==> src/assert_macros.svh <==
// Assertion macros used by the RTL of the next-digit-permutation block.
`ifndef ASSERT_MACROS_SVH
`define ASSERT_MACROS_SVH

// Same-cycle implication, checked on every rising edge outside reset.
`define NDP_ASSERT_NOW(lbl, ante, cons, msg) \
  lbl: assert property (@(posedge clk) disable iff (!rst_n) (ante) |-> (cons)) \
    else $error(msg);

// Next-cycle implication, checked on every rising edge outside reset.
`define NDP_ASSERT_NEXT(lbl, ante, cons, msg) \
  lbl: assert property (@(posedge clk) disable iff (!rst_n) (ante) |=> (cons)) \
    else $error(msg);

`endif

==> src/ndp_pkg.sv <==
// Types and constants of the next-digit-permutation block.
`default_nettype none

package ndp_pkg;

  localparam int unsigned VAL_W     = 31;
  localparam int unsigned ACC_W     = 34;  // holds any ten-digit decimal number
  localparam int unsigned DIG_W     = 4;
  localparam int unsigned DIGITS    = 10;  // decimal digits of a 31-bit value
  localparam int unsigned DIG_IDX_W = $clog2(DIGITS);

  // floor(x / 10) == (x * RECIP) >> RECIP_SHIFT for every 32-bit x
  localparam logic [31:0] RECIP       = 32'hCCCC_CCCD;
  localparam int unsigned RECIP_SHIFT = 35;

  localparam logic [ACC_W-1:0] VALUE_MAX = ACC_W'(34'd2147483647);

  typedef logic [VAL_W-1:0] value_t;
  typedef logic [ACC_W-1:0] acc_t;
  typedef logic [DIG_W-1:0] digit_t;
  typedef logic [DIG_IDX_W-1:0] dig_cnt_t;

  typedef enum logic [2:0] {
    S_IDLE,
    S_MUL,
    S_DIG,
    S_ROT,
    S_HORN_S,
    S_HORN,
    S_FIN
  } ndp_state_t;

  typedef struct packed {
    logic take_in;
    logic dig;
    logic rot;
    logic horn_s;
    logic horn;
    logic load_out;
  } ndp_ctrl_t;

endpackage

`default_nettype wire

==> src/ndp_if.sv <==
// Valid/ready channel interfaces for the request and result beats.
`default_nettype none

interface ndp_in_if;
  logic               valid;
  logic               ready;
  logic [ndp_pkg::VAL_W-1:0] value;

  modport source (output valid, output value, input ready);
  modport sink   (input valid, input value, output ready);
endinterface

interface ndp_out_if;
  logic               valid;
  logic               ready;
  logic               found;
  logic [ndp_pkg::VAL_W-1:0] next_value;

  modport source (output valid, output found, output next_value, input ready);
  modport sink   (input valid, input found, input next_value, output ready);
endinterface

`default_nettype wire

==> src/ndp_div10.sv <==
// Registered divide-by-ten of a 31-bit value by reciprocal multiplication.
`default_nettype none

module ndp_div10 (
  input  wire logic                 clk,
  input  wire logic [ndp_pkg::VAL_W-1:0] v_i,
  output logic      [ndp_pkg::VAL_W-1:0] q_o
);
  import ndp_pkg::*;

  logic [63:0] prod_w;
  logic [VAL_W-1:0] q_r;

  assign prod_w = 64'({1'b0, v_i}) * 64'(RECIP);

  always_ff @(posedge clk) begin
    q_r <= VAL_W'(prod_w >> RECIP_SHIFT);
  end

  assign q_o = q_r;

endmodule

`default_nettype wire

==> src/next_digit_permutation_unit.sv <==
// Top level: next larger number with the same decimal digits, one sequencer.
`default_nettype none

`include "assert_macros.svh"

// Each request beat carries a 31-bit value; the block answers with one result
// beat holding the smallest larger number built from the same decimal digits,
// or found = 0 and next_value = 0 when no larger arrangement exists or it does
// not fit in 31 bits. Digits are peeled off least significant first by a
// shared divide-by-ten multiplier (for each digit: multiply, then digit and
// compare) until the pivot digit shows up; the digits passed on the way go
// into a small queue. One rotation pass over the queue swaps in the pivot, and
// a multiply-by-ten accumulator rebuilds the number. The last step waits
// while an earlier beat still holds the output register. The block takes one
// request at a time and is ready only when idle; a finished result sits in
// its own output register, so a new request can be taken while that beat is
// still waiting. No state survives between requests.
module next_digit_permutation_unit (
  input  wire logic clk,
  input  wire logic rst_n,
  ndp_in_if.sink    in_bus,
  ndp_out_if.source out_bus
);
  import ndp_pkg::*;

  ndp_state_t state_r, state_nxt;
  ndp_ctrl_t  ctl;

  // working registers
  value_t   v_r;
  value_t   q_w;
  logic     first_r;
  logic     nf_r;       // no pivot: answer is not found
  digit_t   prev_r;
  digit_t   p_r;        // pivot digit
  digit_t   s_r;        // digit swapped into the pivot place
  logic     swapped_r;
  logic [DIG_IDX_W-1:0] cnt_r;  // queued tail digits
  logic [DIG_IDX_W-1:0] rc_r;   // rotate / rebuild countdown
  acc_t     acc_r;
  digit_t   dq_r [DIGITS];

  // result register
  logic     out_valid_r;
  logic     out_found_r;
  value_t   out_next_r;

  logic     in_ready_w;
  digit_t   dig_w;
  logic     q_zero_w;
  logic     piv_w;
  logic     big_w;
  acc_t     q_x10_w;
  acc_t     acc_x10_w;
  logic     found_w;
  logic [DIG_IDX_W-1:0] last_w;

  ndp_div10 u_div10 (
    .clk (clk),
    .v_i (v_r),
    .q_o (q_w)
  );

  // digit = v - 10 * floor(v / 10)
  assign q_x10_w  = (ACC_W'(q_w) << 3) + (ACC_W'(q_w) << 1);
  assign dig_w    = DIG_W'(v_r - VAL_W'(q_x10_w));
  assign q_zero_w = (q_w == '0);
  assign piv_w    = !first_r && (dig_w < prev_r);

  // first tail digit larger than the pivot takes the pivot's place
  assign big_w     = !swapped_r && (dq_r[0] > p_r);
  assign acc_x10_w = (acc_r << 3) + (acc_r << 1);
  assign last_w    = DIG_IDX_W'(cnt_r - 1'b1);
  assign found_w   = !nf_r && (acc_r <= VALUE_MAX);

  // next state
  always_comb begin
    state_nxt = state_r;
    unique case (state_r)
      S_IDLE: begin
        if (in_bus.valid) state_nxt = S_MUL;
      end
      S_MUL: begin
        state_nxt = S_DIG;
      end
      S_DIG: begin
        priority if (piv_w) state_nxt = S_ROT;
        else if (q_zero_w)  state_nxt = S_FIN;
        else                state_nxt = S_MUL;
      end
      S_ROT: begin
        if (rc_r == DIG_IDX_W'(1)) state_nxt = S_HORN_S;
      end
      S_HORN_S: begin
        state_nxt = S_HORN;
      end
      S_HORN: begin
        if (rc_r == DIG_IDX_W'(1)) state_nxt = S_FIN;
      end
      S_FIN: begin
        if (!out_valid_r || out_bus.ready) state_nxt = S_IDLE;
      end
      default: state_nxt = S_IDLE;
    endcase
  end

  // outputs and datapath controls
  always_comb begin
    ctl        = '0;
    in_ready_w = 1'b0;
    unique case (state_r)
      S_IDLE: begin
        in_ready_w  = 1'b1;
        ctl.take_in = in_bus.valid;
      end
      S_MUL:    ;
      S_DIG:    ctl.dig    = 1'b1;
      S_ROT:    ctl.rot    = 1'b1;
      S_HORN_S: ctl.horn_s = 1'b1;
      S_HORN:   ctl.horn   = 1'b1;
      S_FIN:    ctl.load_out = !out_valid_r || out_bus.ready;
      default:  ;
    endcase
  end

  always_ff @(posedge clk) begin
    if (!rst_n) begin
      state_r     <= S_IDLE;
      out_valid_r <= 1'b0;
    end else begin
      state_r <= state_nxt;
      if (ctl.load_out) begin
        out_valid_r <= 1'b1;
      end else if (out_bus.ready) begin
        out_valid_r <= 1'b0;
      end
    end
  end

  always_ff @(posedge clk) begin
    if (ctl.take_in) begin
      v_r       <= in_bus.value;
      first_r   <= 1'b1;
      nf_r      <= 1'b0;
      swapped_r <= 1'b0;
      cnt_r     <= '0;
    end

    if (ctl.dig) begin
      if (piv_w) begin
        p_r   <= dig_w;
        acc_r <= ACC_W'(q_w);       // untouched upper digits
        rc_r  <= cnt_r;
      end else begin
        dq_r[cnt_r] <= dig_w;
        cnt_r       <= DIG_IDX_W'(cnt_r + 1'b1);
        prev_r      <= dig_w;
        first_r     <= 1'b0;
        v_r         <= q_w;
        if (q_zero_w) nf_r <= 1'b1;
      end
    end

    // rotate the queue once, swapping the pivot digit in on the way
    if (ctl.rot) begin
      for (int k = 0; k < DIGITS - 1; k++) begin
        if (DIG_IDX_W'(k) == last_w) begin
          dq_r[k] <= big_w ? p_r : dq_r[0];
        end else begin
          dq_r[k] <= dq_r[k+1];
        end
      end
      if (big_w) begin
        s_r       <= dq_r[0];
        swapped_r <= 1'b1;
      end
      rc_r <= DIG_IDX_W'(rc_r - 1'b1);
    end

    if (ctl.horn_s) begin
      acc_r <= acc_x10_w + ACC_W'(s_r);
      rc_r  <= cnt_r;
    end

    // tail digits in queue order are the new low digits, most significant first
    if (ctl.horn) begin
      for (int k = 0; k < DIGITS - 1; k++) begin
        dq_r[k] <= dq_r[k+1];
      end
      acc_r <= acc_x10_w + ACC_W'(dq_r[0]);
      rc_r  <= DIG_IDX_W'(rc_r - 1'b1);
    end

    if (ctl.load_out) begin
      out_found_r <= found_w;
      out_next_r  <= found_w ? acc_r[VAL_W-1:0] : '0;
    end
  end

  assign in_bus.ready       = in_ready_w;
  assign out_bus.valid      = out_valid_r;
  assign out_bus.found      = out_found_r;
  assign out_bus.next_value = out_next_r;

  `NDP_ASSERT_NOW(a_nf_zero, out_valid_r && !out_found_r, out_next_r == '0, "nf value not zero")
  `NDP_ASSERT_NOW(a_rot_tail, state_r == S_ROT, rc_r != '0 && cnt_r != '0, "empty rotation tail")
  `NDP_ASSERT_NOW(a_swap_done, state_r == S_HORN_S, swapped_r, "rebuild started without a swap")
  `NDP_ASSERT_NEXT(a_busy, in_bus.valid && in_bus.ready, state_r == S_MUL, "no step after accept")

endmodule

`default_nettype wire

==> src/flat_wrapper.sv <==
// flat-port wrapper written by rule: the top's interface ports become plain ports
module next_digit_permutation_unit_flat import ndp_pkg::*;
  (clk, rst_n, in_bus_valid, in_bus_value, in_bus_ready, out_bus_valid, out_bus_found, out_bus_next_value, out_bus_ready);
  ndp_in_if in_bus_i ();
  ndp_out_if out_bus_i ();
  input  wire logic clk;
  input  wire logic rst_n;
  input wire logic [$bits(in_bus_i.valid)-1:0] in_bus_valid;
  input wire logic [$bits(in_bus_i.value)-1:0] in_bus_value;
  output wire logic [$bits(in_bus_i.ready)-1:0] in_bus_ready;
  output wire logic [$bits(out_bus_i.valid)-1:0] out_bus_valid;
  output wire logic [$bits(out_bus_i.found)-1:0] out_bus_found;
  output wire logic [$bits(out_bus_i.next_value)-1:0] out_bus_next_value;
  input wire logic [$bits(out_bus_i.ready)-1:0] out_bus_ready;
  assign in_bus_i.valid = in_bus_valid;
  assign in_bus_i.value = in_bus_value;
  assign in_bus_ready = in_bus_i.ready;
  assign out_bus_valid = out_bus_i.valid;
  assign out_bus_found = out_bus_i.found;
  assign out_bus_next_value = out_bus_i.next_value;
  assign out_bus_i.ready = out_bus_ready;
  next_digit_permutation_unit u_core (.clk(clk), .rst_n(rst_n), .in_bus(in_bus_i), .out_bus(out_bus_i));
endmodule
==> config.mk <==
export PLATFORM = sky130hd
export DESIGN_NAME = next_digit_permutation_unit_flat
export DESIGN_NICKNAME = d
export VERILOG_FILES = /design/src/ndp_pkg.sv /design/src/ndp_if.sv /design/src/ndp_div10.sv /design/src/next_digit_permutation_unit.sv /design/src/flat_wrapper.sv
export VERILOG_INCLUDE_DIRS = /design/src /design/src/src
export SDC_FILE = /design/constraint.sdc
export NUM_CORES = 1
export LEC_CHECK = 0
export BUFFER_PORTS_ARGS = -buffer_cell sky130_fd_sc_hd__buf_4
export CAP_MARGIN = 10
export CORE_MARGIN = 3
export CORE_UTILIZATION = 70
export CTS_CLUSTER_DIAMETER = 120
export DETAILED_ROUTE_END_ITERATION = 10
export GPL_TIMING_DRIVEN = 0
export PLACE_DENSITY_LB_ADDON = 0.12
export SETUP_SLACK_MARGIN = 0.3
export SLEW_MARGIN = 20
export SYNTH_ARGS = -nofsm -noshare
export SYNTH_HDL_FRONTEND = slang
export SYNTH_SLANG_ARGS = --single-unit
==> constraint.sdc <==
create_clock -name clk -period 18.7 [get_ports clk]
set_input_delay 2.805 -clock clk [delete_from_list [all_inputs] [get_ports clk]]
set_output_delay 2.805 -clock clk [all_outputs]
set_load 0.03 [all_outputs]
==> results.sh <==
export IMPL_ctsHoldBuffers=0
export IMPL_fin_skew_ps=18.6
export IMPL_yosysTopAreaCell="fa_1"
export IMPL_endpoint_kind="flop"
export IMPL_via_per_inst=6.21
export IMPL_grt_first_pass_wirelength_mm=91.6
export IMPL_hold_viol_final=0
export IMPL_fin_setup_tns_ps=0
export IMPL_die_x_um=185
export IMPL_start_kind="flop"
export IMPL_cts_buffers=17
export IMPL_htreeDepth=4
export IMPL_status="finished with violations"
export IMPL_ys_flop_type="edfxtp_1"
export IMPL_cts_resized=0
export IMPL_fin_crit_ps=8310
export IMPL_slowest_delay_ps=790
export IMPL_cpMostUsedCell="fa_1"
export IMPL_maxCapViolCount=0
export IMPL_cp_max_fo=7
export IMPL_crit_slowest_cell="fa_1"
export IMPL_ys_seq_area_frac=0.227
export IMPL_rrSetupSlack_ps=10390
export IMPL_fill_cells=2142
export IMPL_synth_cell_types=80
export IMPL_final_cells=2804
export IMPL_cts_sinks=192
export IMPL_drtAntennaViolNets=0
export IMPL_drv_slew=0
export IMPL_timing_rr_start="u_core.v_r[4]"
export IMPL_cts_root_buffer="clkbuf_16"
export IMPL_timing_fmax_ghz=0.120
export IMPL_synth_top_cell_area_share=0.207
export IMPL_netlist_area_mm2=0.0223
export IMPL_worstHoldPathType="flop to flop"
export IMPL_port_buffers=68
export IMPL_drt_iter0_drc=1477
export IMPL_totalWireLength_mm=56.5
export IMPL_nNetsFinal=3019
export IMPL_period_share=0.445
export IMPL_grt_usage=0.346
export IMPL_ys_warn_count=0
export IMPL_synth_area_leaders="fa_1, ha_1, edfxtp_1"
export IMPL_hold_depth=2
export IMPL_drc=2
export IMPL_cts_tree="done"
export IMPL_netlist_instances=2306
export IMPL_routedWlPerCell_um=20.2
export IMPL_postCtsSetupBuffers=0
export IMPL_clk_latency_ps=460
export IMPL_crit_arrival_ps=8640
export IMPL_relSlewSlack=0.320
export IMPL_r2r_end="u_core.u_div10.q_o[26]"
export IMPL_final_util=0.773
export IMPL_die_y_um=185
export IMPL_crit_type="flop to flop"
export IMPL_synth_nets=2930
export IMPL_rsz0062_at_grt="false"
export IMPL_cp_required_ps=19030
export IMPL_start_util=0.720
export IMPL_worstRegToRegCells=22
export IMPL_synthArstFlopShare=0
export IMPL_syn2layout_area_growth_pct=7.40
export IMPL_io_pins=69
export IMPL_coreArea_mm2=0.0310
export IMPL_num_rows=64
export IMPL_drive_gt1_frac=0.0586
export IMPL_cp_cell_sequence="ha_1 -> fa_1 -> fa_1 -> inv_1 -> fa_1 -> inv_1 -> fa_1 -> fa_1 -> inv_1 -> fa_1 -> fa_1 -> inv_1 -> ha_1 -> o21a_1 -> o21ai_0 -> a211oi_1 -> a31oi_1 -> a211o_1 -> a31oi_1 -> nor2_1 -> o21ai_0 -> o311ai_0"
export IMPL_min_from="u_core.first_r"
export IMPL_clk_pin_slew_ps=80
export IMPL_antenna_found_initial=0
export IMPL_grt_pass1_vias=18014
export IMPL_finalSetupViolations=0
export IMPL_grt_overflow=0
export IMPL_syn_area_per_cell_um2=9.68
export IMPL_synth_edf_count=122
export IMPL_dp_hpwl_mm=47.2
export IMPL_grt_max_degree=32
export IMPL_place_inst=2772
export IMPL_num_vias=17416
export IMPL_holdPathEnd="u_core.first_r"
export IMPL_antenna_cells=0
export IMPL_ys_ff_latch=192
export IMPL_drt_first_pass_iters=11
export IMPL_clockBufferDepth=2
export IMPL_tightest_slew_ps=1010
export IMPL_routabilityCongestion=0.944
export IMPL_die_area_mm2=0.0341
export IMPL_violations="DRC"
## metal layers
layer | global-route usage | up-vias | wire length, µm
met2 | 0.594 | 727 | 27500
met4 | 0.147 | 0 | 2710
met3 | 0.0562 | 177 | 3890
met1 | 0.435 | 8415 | 22400
li1 | - | 8097 | -
met5 | 0 | - | 0
## worst max-delay path by stage
stage                    from                     end
4_1_cts         u_core.v_r[4]  u_core.u_div10.q_o[26]
5_1_grt         u_core.v_r[5]  u_core.u_div10.q_o[26]
6_report        u_core.v_r[4]  u_core.u_div10.q_o[26]
2_1_floorplan  u_core.v_r[20]  u_core.u_div10.q_o[27]
3_3_place_gp    u_core.v_r[4]  u_core.u_div10.q_o[27]
3_5_place_dp   u_core.v_r[23]  u_core.u_div10.q_o[27]
## synthesized netlist by cell type, types with 10 or more instances
cell      instances
and2_1           43
clkbuf_1         44
nand4_1          27
xor2_1           37
o21a_1           10
nor2b_1          17
and3_1           11
nor3_1           25
nor2_1          133
nand3_1          33
ha_1            358
a22o_1           19
nand2b_1         12
o21ai_0         114
edfxtp_1        122
dfxtp_1          70
a21o_1           58
fa_1            231
a21oi_1         129
nand2_1         151
inv_1           372
a31oi_1          25
xnor2_1          59
o22ai_1          34
nor4_1           17
## worst max-delay path: cells and delay by family, from the launching register on
family          cells  cell delay [ps]
flops               1              640
simple gates        1              290
compound gates      8             2260
fa+ha+maj           9             4600
buf+inv             4              390
## state kept, by name (all words and copies together) (netlist names)
register                   count
u_core.u_div10.q_o            28
u_core.swapped_r               1
u_core.rc_r                    4
u_core.nf_r                    1
u_core.out_bus.found           1
u_core.state_r                 3
u_core.v_r                    31
u_core.acc_r                  34
u_core.s_r                     4
u_core.out_bus.valid           1
u_core.first_r                 1
u_core.p_r                     4
u_core.cnt_r                   4
u_core.prev_r                  4
u_core.out_bus.next_value     31
u_core.dq_r                   40
## cell families (layout without fill, tap and decap cells)
group | Yosys count | count (layout) | synth area share
compound gates | 476 | 476 | 0.136
xor+xnor | 96 | 96 | 0.0377
fa+ha+maj | 589 | 589 | 0.408
buf+inv | 429 | 531 | 0.0729
flops | 192 | 192 | 0.227
mux | 11 | 11 | 0.00505
simple gates | 513 | 513 | 0.114
## cell usage in the layout, fill, tap and decap left out, types with 19 or more instances in the layout
master,count
a21o_1,58
a21oi_1,129
a22o_1,19
a31oi_1,25
and2_1,43
buf_4,68
clkbuf_1,45
dfxtp_1,70
edfxtp_1,122
fa_1,231
ha_1,358
inv_1,372
nand2_1,151
nand3_1,33
nand4_1,27
nor2_1,131
nor3_1,25
o21ai_0,113
o22ai_1,34
xnor2_1,59
xor2_1,37
## metrics by stage
stage	setup slack, ps	area (µm²)	hold slack, ps
after floorplan	11700	22300	422
after global placement	10530	23300	435
after detailed placement	10570	23400	451
after CTS	10500	24000	462
after global routing	9770	24000	471
final	10390	24000	471
## layout make-up
class                      instances  area (µm²)  share of cell area
clock inverter                    14         146             0.00611
multi-input combinational       1685       15600               0.653
timing repair buffer              70         558              0.0233
tap                              396         495              0.0207
buffer                            56         226             0.00945
clock buffer                      18         429              0.0179
inverter                         373        1400              0.0584
sequential                       192        5060               0.211
Power is not shown: default switching activity piles up to over one toggle a cycle in this logic, so the estimate is an artifact.
